<file path="src/hdl/tcre_pkg.sv">
// shared types, codes and register-class helpers for the toy cpu register execute unit
package tcre_pkg;

   localparam int RegCount = 11;

   typedef logic [1:0]  kind_type;
   typedef logic [3:0]  reg_num_type;
   typedef logic [31:0] word_type;
   typedef logic [1:0]  status_type;

   localparam kind_type KIND_SET = 2'd0;
   localparam kind_type KIND_SUM = 2'd1;
   localparam kind_type KIND_SUB = 2'd2;
   localparam kind_type KIND_JNZ = 2'd3;

   localparam status_type ST_DONE    = 2'd0;
   localparam status_type ST_UNKNOWN = 2'd1;
   localparam status_type ST_WIDTH   = 2'd2;

   localparam reg_num_type REG_PC = 4'd0;
   localparam reg_num_type REG_AX = 4'd1;
   localparam reg_num_type REG_DX = 4'd4;

   localparam word_type MASK_NARROW = 32'h0000_00FF;
   localparam word_type MASK_WIDE   = 32'hFFFF_FFFF;

   typedef struct packed {
      logic        en;
      reg_num_type addr;
      word_type    data;
   } wr_port_type;

   typedef struct packed {
      status_type status;
      logic       jumped;
      word_type   program_counter;
      word_type   written_value;
   } result_type;

   function automatic logic reg_known(reg_num_type r);
      return {28'd0, r} < RegCount[31:0];
   endfunction

   function automatic logic reg_narrow(reg_num_type r);
      return (r >= REG_AX) && (r <= REG_DX);
   endfunction

   function automatic word_type reg_mask(reg_num_type r);
      return reg_narrow(r) ? MASK_NARROW : MASK_WIDE;
   endfunction

endpackage

</file>
<file path="src/hdl/tcre_req_if.sv">
// instruction channel: valid/ready handshake with the instruction fields
interface tcre_req_if;
   import tcre_pkg::*;

   logic        valid;
   logic        ready;
   kind_type    kind;
   reg_num_type first_reg;
   reg_num_type second_reg;
   word_type    operand_value;

   modport source(output valid, output kind, output first_reg, output second_reg,
                  output operand_value, input ready);
   modport sink(input valid, input kind, input first_reg, input second_reg,
                input operand_value, output ready);
endinterface

</file>
<file path="src/hdl/tcre_rsp_if.sv">
// result channel: valid/ready handshake with status, jump flag, pc and written value
interface tcre_rsp_if;
   import tcre_pkg::*;

   logic       valid;
   logic       ready;
   status_type status;
   logic       jumped;
   word_type   program_counter;
   word_type   written_value;

   modport source(output valid, output status, output jumped, output program_counter,
                  output written_value, input ready);
   modport sink(input valid, input status, input jumped, input program_counter,
                input written_value, output ready);
endinterface

</file>
<file path="src/hdl/toy_cpu_register_execute_unit.sv">
// top level of the toy cpu register execute unit
// Executes one instruction per transfer on an eleven-entry register file (PC, AX..DX,
// EAX..EDX, SI, DI) and returns one result per instruction. A new instruction can be
// taken every cycle while results are taken. The register file is read into registers
// at the transfer edge; the execute stage then decodes, adds or subtracts and writes
// back as its result moves on, with the write of the instruction ahead forwarded into
// the operands. The result sits in an output register; while a result waits, at most
// one more instruction is taken and then the input stalls. The register file reads as
// zero from reset on with no clearing pass.
module toy_cpu_register_execute_unit (
   input logic          clock,
   input logic          reset,
   tcre_req_if.sink     req_chan,
   tcre_rsp_if.source   rsp_chan
);
   import tcre_pkg::*;

   logic        ex_valid_ff;
   logic        ex_valid_in;
   kind_type    ex_kind_ff;
   reg_num_type ex_first_ff;
   reg_num_type ex_second_ff;
   word_type    ex_value_ff;
   logic        out_valid_ff;
   logic        out_valid_in;
   result_type  out_result_ff;
   word_type    pc_ff;

   logic        advance;
   logic        accept;
   word_type    src_value;
   word_type    dst_value;
   result_type  ex_result;
   wr_port_type alu_wr;
   wr_port_type commit_wr;

   assign advance        = ex_valid_ff && (!out_valid_ff || rsp_chan.ready);
   assign req_chan.ready = !ex_valid_ff || advance;
   assign accept         = req_chan.valid && req_chan.ready;

   assign ex_valid_in  = accept || (ex_valid_ff && !advance);
   assign out_valid_in = advance || (out_valid_ff && !rsp_chan.ready);

   always_ff @(posedge clock) begin
      if (reset) begin
         ex_valid_ff  <= 1'b0;
         out_valid_ff <= 1'b0;
      end else begin
         ex_valid_ff  <= ex_valid_in;
         out_valid_ff <= out_valid_in;
      end
   end

   always_ff @(posedge clock) begin
      if (accept) begin
         ex_kind_ff   <= req_chan.kind;
         ex_first_ff  <= req_chan.first_reg;
         ex_second_ff <= req_chan.second_reg;
         ex_value_ff  <= req_chan.operand_value;
      end
   end

   always_ff @(posedge clock) begin
      if (advance) begin
         out_result_ff <= ex_result;
      end
   end

   // mirror of register 0 for the program counter output
   always_ff @(posedge clock) begin
      if (reset) begin
         pc_ff <= '0;
      end else if (commit_wr.en && (commit_wr.addr == REG_PC)) begin
         pc_ff <= commit_wr.data;
      end
   end

   always_comb begin
      commit_wr    = alu_wr;
      commit_wr.en = alu_wr.en && advance;
   end

   tcre_regfile u_regfile (
      .clock     (clock),
      .reset     (reset),
      .rd_en     (accept),
      .rd_addr_a (req_chan.first_reg),
      .rd_addr_b (req_chan.second_reg),
      .wr        (commit_wr),
      .rd_data_a (src_value),
      .rd_data_b (dst_value)
   );

   tcre_alu u_alu (
      .kind          (ex_kind_ff),
      .first_reg     (ex_first_ff),
      .second_reg    (ex_second_ff),
      .operand_value (ex_value_ff),
      .src_value     (src_value),
      .dst_value     (dst_value),
      .pc_value      (pc_ff),
      .result        (ex_result),
      .wr            (alu_wr)
   );

   assign rsp_chan.valid           = out_valid_ff;
   assign rsp_chan.status          = out_result_ff.status;
   assign rsp_chan.jumped          = out_result_ff.jumped;
   assign rsp_chan.program_counter = out_result_ff.program_counter;
   assign rsp_chan.written_value   = out_result_ff.written_value;

endmodule

</file>
<file path="src/hdl/tcre_regfile.sv">
// register file memory with registered reads, reset valid bits and write forwarding
module tcre_regfile (
   input  logic                 clock,
   input  logic                 reset,
   input  logic                 rd_en,
   input  tcre_pkg::reg_num_type rd_addr_a,
   input  tcre_pkg::reg_num_type rd_addr_b,
   input  tcre_pkg::wr_port_type wr,
   output tcre_pkg::word_type    rd_data_a,
   output tcre_pkg::word_type    rd_data_b
);
   import tcre_pkg::*;

   word_type            mem_ff [RegCount];
   logic [RegCount-1:0] valid_ff;
   word_type            rd_a_ff;
   word_type            rd_b_ff;
   reg_num_type         addr_a_ff;
   reg_num_type         addr_b_ff;
   logic                lw_valid_ff;
   reg_num_type         lw_addr_ff;
   word_type            lw_data_ff;

   always_ff @(posedge clock) begin
      if (wr.en && reg_known(wr.addr)) begin
         mem_ff[wr.addr] <= wr.data;
      end
   end

   always_ff @(posedge clock) begin
      if (reset) begin
         valid_ff <= '0;
      end else if (wr.en && reg_known(wr.addr)) begin
         valid_ff[wr.addr] <= 1'b1;
      end
   end

   // entries not yet written read as zero
   always_ff @(posedge clock) begin
      if (rd_en) begin
         rd_a_ff   <= (reg_known(rd_addr_a) && valid_ff[rd_addr_a]) ? mem_ff[rd_addr_a] : '0;
         rd_b_ff   <= (reg_known(rd_addr_b) && valid_ff[rd_addr_b]) ? mem_ff[rd_addr_b] : '0;
         addr_a_ff <= rd_addr_a;
         addr_b_ff <= rd_addr_b;
      end
   end

   // a write committed at the read edge is missed by the array read
   always_ff @(posedge clock) begin
      if (reset) begin
         lw_valid_ff <= 1'b0;
      end else if (wr.en) begin
         lw_valid_ff <= 1'b1;
      end
   end

   always_ff @(posedge clock) begin
      if (wr.en) begin
         lw_addr_ff <= wr.addr;
         lw_data_ff <= wr.data;
      end
   end

   assign rd_data_a = (lw_valid_ff && (lw_addr_ff == addr_a_ff)) ? lw_data_ff : rd_a_ff;
   assign rd_data_b = (lw_valid_ff && (lw_addr_ff == addr_b_ff)) ? lw_data_ff : rd_b_ff;

endmodule

</file>
<file path="src/hdl/tcre_alu.sv">
// instruction decode, add/subtract, jump test and result formation
module tcre_alu (
   input  tcre_pkg::kind_type    kind,
   input  tcre_pkg::reg_num_type first_reg,
   input  tcre_pkg::reg_num_type second_reg,
   input  tcre_pkg::word_type    operand_value,
   input  tcre_pkg::word_type    src_value,
   input  tcre_pkg::word_type    dst_value,
   input  tcre_pkg::word_type    pc_value,
   output tcre_pkg::result_type  result,
   output tcre_pkg::wr_port_type wr
);
   import tcre_pkg::*;

   word_type sum_value;
   word_type diff_value;

   assign sum_value  = dst_value + src_value;
   assign diff_value = dst_value - src_value;

   always_comb begin
      wr            = '0;
      result.status = ST_DONE;
      result.jumped = 1'b0;
      unique case (kind)
         KIND_SET: begin
            if (!reg_known(first_reg)) begin
               result.status = ST_UNKNOWN;
            end else begin
               wr.en   = 1'b1;
               wr.addr = first_reg;
               wr.data = operand_value & reg_mask(first_reg);
            end
         end
         KIND_SUM, KIND_SUB: begin
            if (!reg_known(first_reg) || !reg_known(second_reg)) begin
               result.status = ST_UNKNOWN;
            end else if (reg_narrow(first_reg) != reg_narrow(second_reg)) begin
               result.status = ST_WIDTH;
            end else begin
               wr.en   = 1'b1;
               wr.addr = second_reg;
               wr.data = ((kind == KIND_SUM) ? sum_value : diff_value) & reg_mask(second_reg);
            end
         end
         KIND_JNZ: begin
            if (!reg_known(first_reg)) begin
               result.status = ST_UNKNOWN;
            end else if ((src_value & reg_mask(first_reg)) != '0) begin
               wr.en         = 1'b1;
               wr.addr       = REG_PC;
               wr.data       = operand_value;
               result.jumped = 1'b1;
            end
         end
         default: begin
            result.status = ST_DONE;
         end
      endcase
      result.written_value   = wr.en ? wr.data : '0;
      result.program_counter = (wr.en && (wr.addr == REG_PC)) ? wr.data : pc_value;
   end

endmodule

</file>
<file path="src/flat_wrapper.sv">
// flat-port wrapper written by rule: the top's interface ports become plain ports
module toy_cpu_register_execute_unit_flat import tcre_pkg::*;
  (clock, reset, req_chan_valid, req_chan_kind, req_chan_first_reg, req_chan_second_reg, req_chan_operand_value, req_chan_ready, rsp_chan_valid, rsp_chan_status, rsp_chan_jumped, rsp_chan_program_counter, rsp_chan_written_value, rsp_chan_ready);
  tcre_req_if req_chan_i ();
  tcre_rsp_if rsp_chan_i ();
  input logic clock;
  input logic reset;
  input wire logic [$bits(req_chan_i.valid)-1:0] req_chan_valid;
  input wire logic [$bits(req_chan_i.kind)-1:0] req_chan_kind;
  input wire logic [$bits(req_chan_i.first_reg)-1:0] req_chan_first_reg;
  input wire logic [$bits(req_chan_i.second_reg)-1:0] req_chan_second_reg;
  input wire logic [$bits(req_chan_i.operand_value)-1:0] req_chan_operand_value;
  output wire logic [$bits(req_chan_i.ready)-1:0] req_chan_ready;
  output wire logic [$bits(rsp_chan_i.valid)-1:0] rsp_chan_valid;
  output wire logic [$bits(rsp_chan_i.status)-1:0] rsp_chan_status;
  output wire logic [$bits(rsp_chan_i.jumped)-1:0] rsp_chan_jumped;
  output wire logic [$bits(rsp_chan_i.program_counter)-1:0] rsp_chan_program_counter;
  output wire logic [$bits(rsp_chan_i.written_value)-1:0] rsp_chan_written_value;
  input wire logic [$bits(rsp_chan_i.ready)-1:0] rsp_chan_ready;
  assign req_chan_i.valid = req_chan_valid;
  assign req_chan_i.kind = req_chan_kind;
  assign req_chan_i.first_reg = req_chan_first_reg;
  assign req_chan_i.second_reg = req_chan_second_reg;
  assign req_chan_i.operand_value = req_chan_operand_value;
  assign req_chan_ready = req_chan_i.ready;
  assign rsp_chan_valid = rsp_chan_i.valid;
  assign rsp_chan_status = rsp_chan_i.status;
  assign rsp_chan_jumped = rsp_chan_i.jumped;
  assign rsp_chan_program_counter = rsp_chan_i.program_counter;
  assign rsp_chan_written_value = rsp_chan_i.written_value;
  assign rsp_chan_i.ready = rsp_chan_ready;
  toy_cpu_register_execute_unit u_core (.clock(clock), .reset(reset), .req_chan(req_chan_i), .rsp_chan(rsp_chan_i));
endmodule
</file>
<file path="config.mk">
export PLATFORM = sky130hd
export DESIGN_NAME = toy_cpu_register_execute_unit_flat
export DESIGN_NICKNAME = d
export VERILOG_FILES = /design/src/hdl/tcre_pkg.sv /design/src/hdl/tcre_req_if.sv /design/src/hdl/tcre_rsp_if.sv /design/src/hdl/toy_cpu_register_execute_unit.sv /design/src/hdl/tcre_regfile.sv /design/src/hdl/tcre_alu.sv /design/src/flat_wrapper.sv
export SDC_FILE = /design/constraint.sdc
export NUM_CORES = 1
export LEC_CHECK = 0
export ABC_AREA = 1
export BUFFER_PORTS_ARGS = -buffer_cell sky130_fd_sc_hd__buf_2
export CORE_ASPECT_RATIO = 0.5
export CORE_MARGIN = 1
export CORE_UTILIZATION = 56
export DETAILED_ROUTE_END_ITERATION = 8
export PLACE_DENSITY_LB_ADDON = 0.1
export SYNTH_ARGS = -nofsm -noshare
export SYNTH_HDL_FRONTEND = slang
export SYNTH_SLANG_ARGS = --single-unit
</file>
<file path="constraint.sdc">
create_clock -name clock -period 12.9 [get_ports clock]
set_clock_uncertainty 0.1 [all_clocks]
set_input_delay 2.58 -clock clock [delete_from_list [all_inputs] [get_ports clock]]
set_output_delay 2.58 -clock clock [all_outputs]
set_load 0.005 [all_outputs]
</file>
# After elaboration in Yosys (flattened, before gate mapping)
# Memory sizes are Yosys's and may differ from the RTL's. A register that Yosys moved wholly into a read port is not among the register bits.
# Index checks and enable logic that the tools add are counted.
[word_totals]
output_inout_bits = 69
mem_count = 1
mem_bits_ro = 0
ramBits = 352
regBits = 191
latchBits = 0
inputBits = 46
elab_cells = 100
[classes]
eq_ne = 6
magnitude_cmp = 13
reduce_logical = 34
multipliers = 0
muxes = 25
n_bitwise = 4
n_shift = 0
addsub = 2
n_div = 0
[memory_table]
columns = ["name", "depth", "width", "read_ports", "rd_ports_with_merged_regs", "write_ports", "line_no", "source"]
rows = [
  ["u_core.u_regfile.mem_ff", 11, 32, 2, 2, 1, "tcre_regfile.sv:14", "word_type mem_ff [RegCount];"],
]
[op_table]
columns = ["cell", "n"]
rows = [
  ["$mux 32", 6],
  ["$mux 37", 5],
  ["$pmux 37 s3", 1],
  ["$and 32x32->32", 3],
  ["$add 32x32->32", 1],
  ["$reduce_bool 32->1", 1],
  ["$sub 32x32->32", 1],
  ["$lt 4x4->1 const B", 5],
  ["$logic_and 1x1->1", 15],
  ["$lt 4x5->1 const B", 3],
  ["$ge 4x1->1 const B", 3],
  ["$or 11x11->11", 1],
  ["$bmux 1 s4", 2],
  ["$eq 4x4->1", 2],
  ["$le 4x3->1 const B", 2],
  ["$logic_not 1->1", 8],
  ["$mux 1", 7],
  ["$logic_or 1x1->1", 5],
  ["$demux 1 s4", 1],
  ["$eq 2x2->1 const B", 2],
  ["$logic_not 4->1", 1],
  ["$mux 2", 2],
  ["$pmux 2 s2", 1],
  ["$reduce_or 2->1", 2],
  ["other kinds (4)", 4],
]

# Depth between registers and ports, before layout
[depth]
ltp_word = 14
mapped_depth = 36
ltp_nobuf = 35

# Hierarchy
# A second synthesis with hierarchy kept.
[hier_totals]
hier_cells = 3938
hier_area_um2 = 32964.1
[modules_own_cells]
columns = ["module", "area_per_inst_um2", "n_inst", "cells_per_inst", "seq_area_each_um2"]
rows = [
  ["tcre_regfile", 23222.3, 1, 2563, 14053.5],
  ["tcre_alu", 4944.7, 1, 1045, 0.0],
  ["toy_cpu_register_execute_unit", 4797.1, 1, 330, 3953.8],
]

# Least setup slack after synthesis
# No wires, ideal clock.
[synth_path]
kind = "input to register"
start = "input rsp_chan_ready"
end = "memory u_core.u_regfile.mem_ff[4][0] (netlist bit), enable pin"
stages = 8
required_time_ns = 12.413
n_path_buf = 0
t_arrival_ns = 5.848
slack_ns = 6.565
setup_time_ns = 0.387
cell_sequence = "inv_1 > nand2_1 > nand2_1 > inv_1 > nand3_1 > inv_2 > nand3_1 > inv_1"
[synth_lines]
columns = ["item", "line_no", "source"]
rows = [
  ["start: declaration", "flat_wrapper.sv:19", "input wire logic [$bits(rsp_chan_i.ready)-1:0] rsp_chan_ready;"],
  ["end: declaration", "tcre_regfile.sv:14", ""],
]

==> results.txt <==
----------------------------------------------------
[Logic synthesis]
  Number of distinct library cells after synthesis ... 50
  Most common cell in the netlist ... sky130_fd_sc_hd__edfxtp_1
  Sequential-to-total area share from yosys stat ... 57.5%
  Area share of the largest cell type after synthesis ... 54.5%
  Most numerous cell types in the synthesized netlist ... 561 x sky130_fd_sc_hd__edfxtp_1, 551 x sky130_fd_sc_hd__nand2_1, 429 x sky130_fd_sc_hd__inv_1, 282 x sky130_fd_sc_hd__o21ai_0, 278 x sky130_fd_sc_hd__nor2_1
  Library cell with the largest summed area after synthesis ... sky130_fd_sc_hd__edfxtp_1
  Synthesis-stage register bit count ... between 600 and 700
  Mapped Area ... around 31,000 um2
  Top FF cell, synth ... sky130_fd_sc_hd__edfxtp_1
  Synth top area cells ... sky130_fd_sc_hd__edfxtp_1 55%, sky130_fd_sc_hd__nand2_1 6.7%, sky130_fd_sc_hd__inv_1 5.2%
  Synthesized instance count ... 3,285
  Mean area per synthesized cell ... 9.41 um2
  Net count after synthesis ... 3,367
  Yosys warning count ... 0
  Share of flip-flops with an asynchronous set or reset after synthesis ... 0%
  Number of enable-type register cells in the synthesized netlist ... 561

[Worst setup path]
  Worst path required time ... between 10 and 15 ns
  Worst setup EP type ... register
  Data arrival time at the worst-slack endpoint ... ~6.7 ns
  Slowest stage cell on the critical path ... sky130_fd_sc_hd__nand3_4
  Critical Path Most Common Cell ... sky130_fd_sc_hd__nand2_1
  Reg-to-reg critical path startpoint ... u_core.u_regfile.addr_a_ff[2]$_DFFE_PP_
  Highest cell delay on the worst timing path ... 0.54 ns
  Top cell family by delay on the critical path ... simple AND/OR/NAND/NOR gates
  Minimum setup slack among reg-to-reg paths ... 6.52 ns
  Type of the worst setup path ... reg2reg
  Worst r2r path cells ... 32
  Type of origin of the critical path ... register
  R2r endpoint ... u_core.rsp_chan.program_counter[29]$_DFFE_PP_
  Total buffers and inverters traversed by the critical path ... 3
  Maximum fanout count along the critical path ... 46

[Layout]
  Cell area after layout ... 33,600 um2
  Fraction of layout cells with a size suffix above 1 ... under 10%
  Count of inserted antenna diode cells ... 0
  Area overhead of the layout relative to synthesis ... 8.77%
  Nets@finish ... around 3,400

[Floorplanning]
  Y dimension of the die ... 168 um
  Die Footprint ... 56,200 um2
  Number of standard-cell rows in the floorplan ... 60
  Area of the core ... 54,100 um2
  Starting density of the core ... 57.1%
  X dimension of the die ... about 330 um
  Number of I/O pins ... 115

[Clocking]
  Number of instances resized during post-cts repair ... 0
  Clk slew on worst S/H paths ... 0.07 ns
  TritonCTS clock tree ... done
  TritonCTS Buffers ... between 50 and 60
  Clock sinks ... between 600 and 700
  Number of buffers on the longest clock path ... 3
  Hold Buf Count CTS ... 0
  Library cell used as clock root buffer ... sky130_fd_sc_hd__clkbuf_16
  Total setup buffers inserted after CTS ... 0
  Level count of the clock H-tree ... 2
  Clock latency on the worst-skew pair ... 0.63 ns

[Power]
  P_leak ... 0.0136 uW
  Total Power Consumption ... 4590 uW
  Worst supply voltage drop on vdd ... 106 uV
  Switching portion of total power ... 27.8%
  Design internal power ... 3310 uW
  Power dissipated by switching net loads ... roughly 1300 uW
  Share of power burned in registers ... 49.7%
  Power per cell area ... 136 nW/um2
  Combinational share of power ... 14.0%
  Clock group share of total power ... 36.3%

[Global routing]
  Pin count of the biggest net entering global routing ... 87
  First-pass GRT wire length ... about 140,000 um
  Via count of the first global-routing pass ... approximately 23,000
  Total Routing Usage GR ... between 30% and 40%
  Total congestion overflow ... 0
  Initial antenna violation count ... 3

[Place]
  Number of buffer cells added on primary ports ... 114
  Placed cell areas ... 31,800 um2
  HPWL Detailed ... 58,600 um
  Routability cong. ... 0.948

[STA]
  Pin slew with the least headroom to its limit ... 1.30 ns
  Final Hold Violating Endpoints ... 0
  Remaining max-slew budget at the tightest pin ... 13.1%
  Hold Slack ... about 0.38 ns
  Final setup vio count ... 0
  Post-route fraction of the period consumed by the critical path ... about half
  Count of final max-slew check failures ... 0
  Final critical-path required period ... 6.38 ns
  Setup repair after global routing missed its margin ... false
  Setup TNS ... 0 ns
  Fmax achieved ... 157 MHz

[Route]
  Violation count after the first detailed-routing iteration ... between 3,000 and 4,000
  Drt first pass iters ... 6
  DRC ... 0
  Avg WL per Cell ... 23.2 um
  Via-to-Cell Ratio ... a little over 6
  Vias ... between 20,000 and 25,000
  Detail Route Antenna Nets ... 0
  Sum of routed wire length over all layers ... 94,400 um

[Flow run]
  Max-cap violations ... 0

[Hold path]
  Hold-critical path depth ... 2
  Destination of the worst hold path ... u_core.rsp_chan.valid$_SDFF_PP0_
  Classification of the worst-slack hold path ... reg2reg
  Start point of the worst hold path ... u_core.ex_valid_ff$_SDFF_PP0_

[Run status]
  Status ... complete, no violations

----------------------------------------------------
cell type report:
cell class	count	area (um2)
fillers	4512	20500
flip-flops and latches	607	17800
multi-input cells	2034	10600
inverters	439	1660
clock buffers	72	1580
well taps	744	931
repair buffers	146	821
clock inverters	25	214
worst min-delay path: cells and delay by family, from the launching register on:
kind                   cells  cell delay (ns)
buffers and inverters      1             0.05
flip-flops                 1             0.32
AO/OA/AOI/OAI              1             0.06
through the flow:
stage          setup WS [ns]  util, %  instances
3_5_place_dp            6.69     58.8       3970
4_1_cts                 6.66     62.1       4067
3_3_place_gp            6.79     58.8       3970
5_1_grt                 5.99     62.1       4067
2_1_floorplan           6.57        -       3285
6_report                6.52     62.1       4067
how the worst max path moves through the flow:
stage,from,to,slack [ns],cells after the start
6_report,u_core.u_regfile.addr_a_ff[2]$_DFFE_PP_,u_core.rsp_chan.program_counter[29]$_DFFE_PP_,6.52,32
4_1_cts,u_core.u_regfile.addr_a_ff[2]$_DFFE_PP_,u_core.rsp_chan.program_counter[29]$_DFFE_PP_,6.66,32
5_1_grt,u_core.u_regfile.addr_a_ff[2]$_DFFE_PP_,u_core.rsp_chan.program_counter[20]$_DFFE_PP_,5.99,30
3_3_place_gp,rsp_chan_ready,u_core.pc_ff[31]$_SDFFE_PP0P_,6.79,11
3_5_place_dp,u_core.u_regfile.addr_a_ff[2]$_DFFE_PP_,u_core.rsp_chan.program_counter[29]$_DFFE_PP_,6.69,32
2_1_floorplan,rsp_chan_ready,u_core.u_regfile.mem_ff[4][0]$_DFFE_PP_,6.57,8
power by group through the flow:
stage                     registers, uW  logic (uW)  clock network, uW
after floorplan                    2300         410                  0
after global placement             2320         616                  0
after detailed placement           2320         624                  0
after CTS                          2270         627               1670
after global routing               2280         701               1750
final                              2280         644               1670
routing by layer:
layer | GRT usage (%) | up-vias | wire length (um)
met5 | 1.70 | - | 146
met4 | 6.98 | 4 | 1590
met3 | 10.6 | 137 | 14100
met2 | 45.2 | 1479 | 37500
met1 | 50.7 | 11800 | 41000
li1 | - | 11500 | -
cell families after synthesis:
family | after synthesis | share of synthesized area [%]
AND/OR/NAND/NOR | 1066 | 14.4
AO/OA/AOI/OAI | 896 | 17.4
buffers and inverters | 644 | 8.10
flip-flops | 607 | 57.5
adder cells (fa/ha/maj) | 36 | 1.48
XOR/XNOR | 32 | 0.907
multiplexers | 4 | 0.146
registers in the layout, indices dropped and copies added (netlist names):
register / flops
u_core.u_regfile.rd_a_ff: 32
u_core.u_regfile.lw_valid_ff: 1
u_core.u_regfile.rd_b_ff: 32
u_core.ex_valid_ff: 1
u_core.rsp_chan.jumped: 1
u_core.rsp_chan.status: 2
u_core.u_regfile.valid_ff: 11
u_core.ex_kind_ff: 2
u_core.rsp_chan.valid: 1
u_core.rsp_chan.written_value: 32
u_core.rsp_chan.program_counter: 32
u_core.pc_ff: 32
u_core.ex_value_ff: 32
u_core.u_regfile.lw_data_ff: 32
u_core.ex_second_ff: 4
u_core.u_regfile.lw_addr_ff: 4
u_core.u_regfile.mem_ff: 352
u_core.u_regfile.addr_a_ff: 4
layout by cell type, fill, tap and decap left out, types with 72 or more instances in the layout:
| cell | Yosys | final |
|---|---|---|
| sky130_fd_sc_hd__nor3_1 | 72 | 72 |
| sky130_fd_sc_hd__a211oi_1 | 129 | 129 |
| sky130_fd_sc_hd__nor2_1 | 278 | 276 |
| sky130_fd_sc_hd__o21ai_0 | 282 | 282 |
| sky130_fd_sc_hd__edfxtp_1 | 561 | 561 |
| sky130_fd_sc_hd__inv_1 | 429 | 421 |
| sky130_fd_sc_hd__buf_2 | 19 | 110 |
| sky130_fd_sc_hd__nand3_1 | 100 | 100 |
| sky130_fd_sc_hd__a21oi_1 | 276 | 276 |
| sky130_fd_sc_hd__nand2_1 | 551 | 551 |
Power figures use the tool's default switching activity.
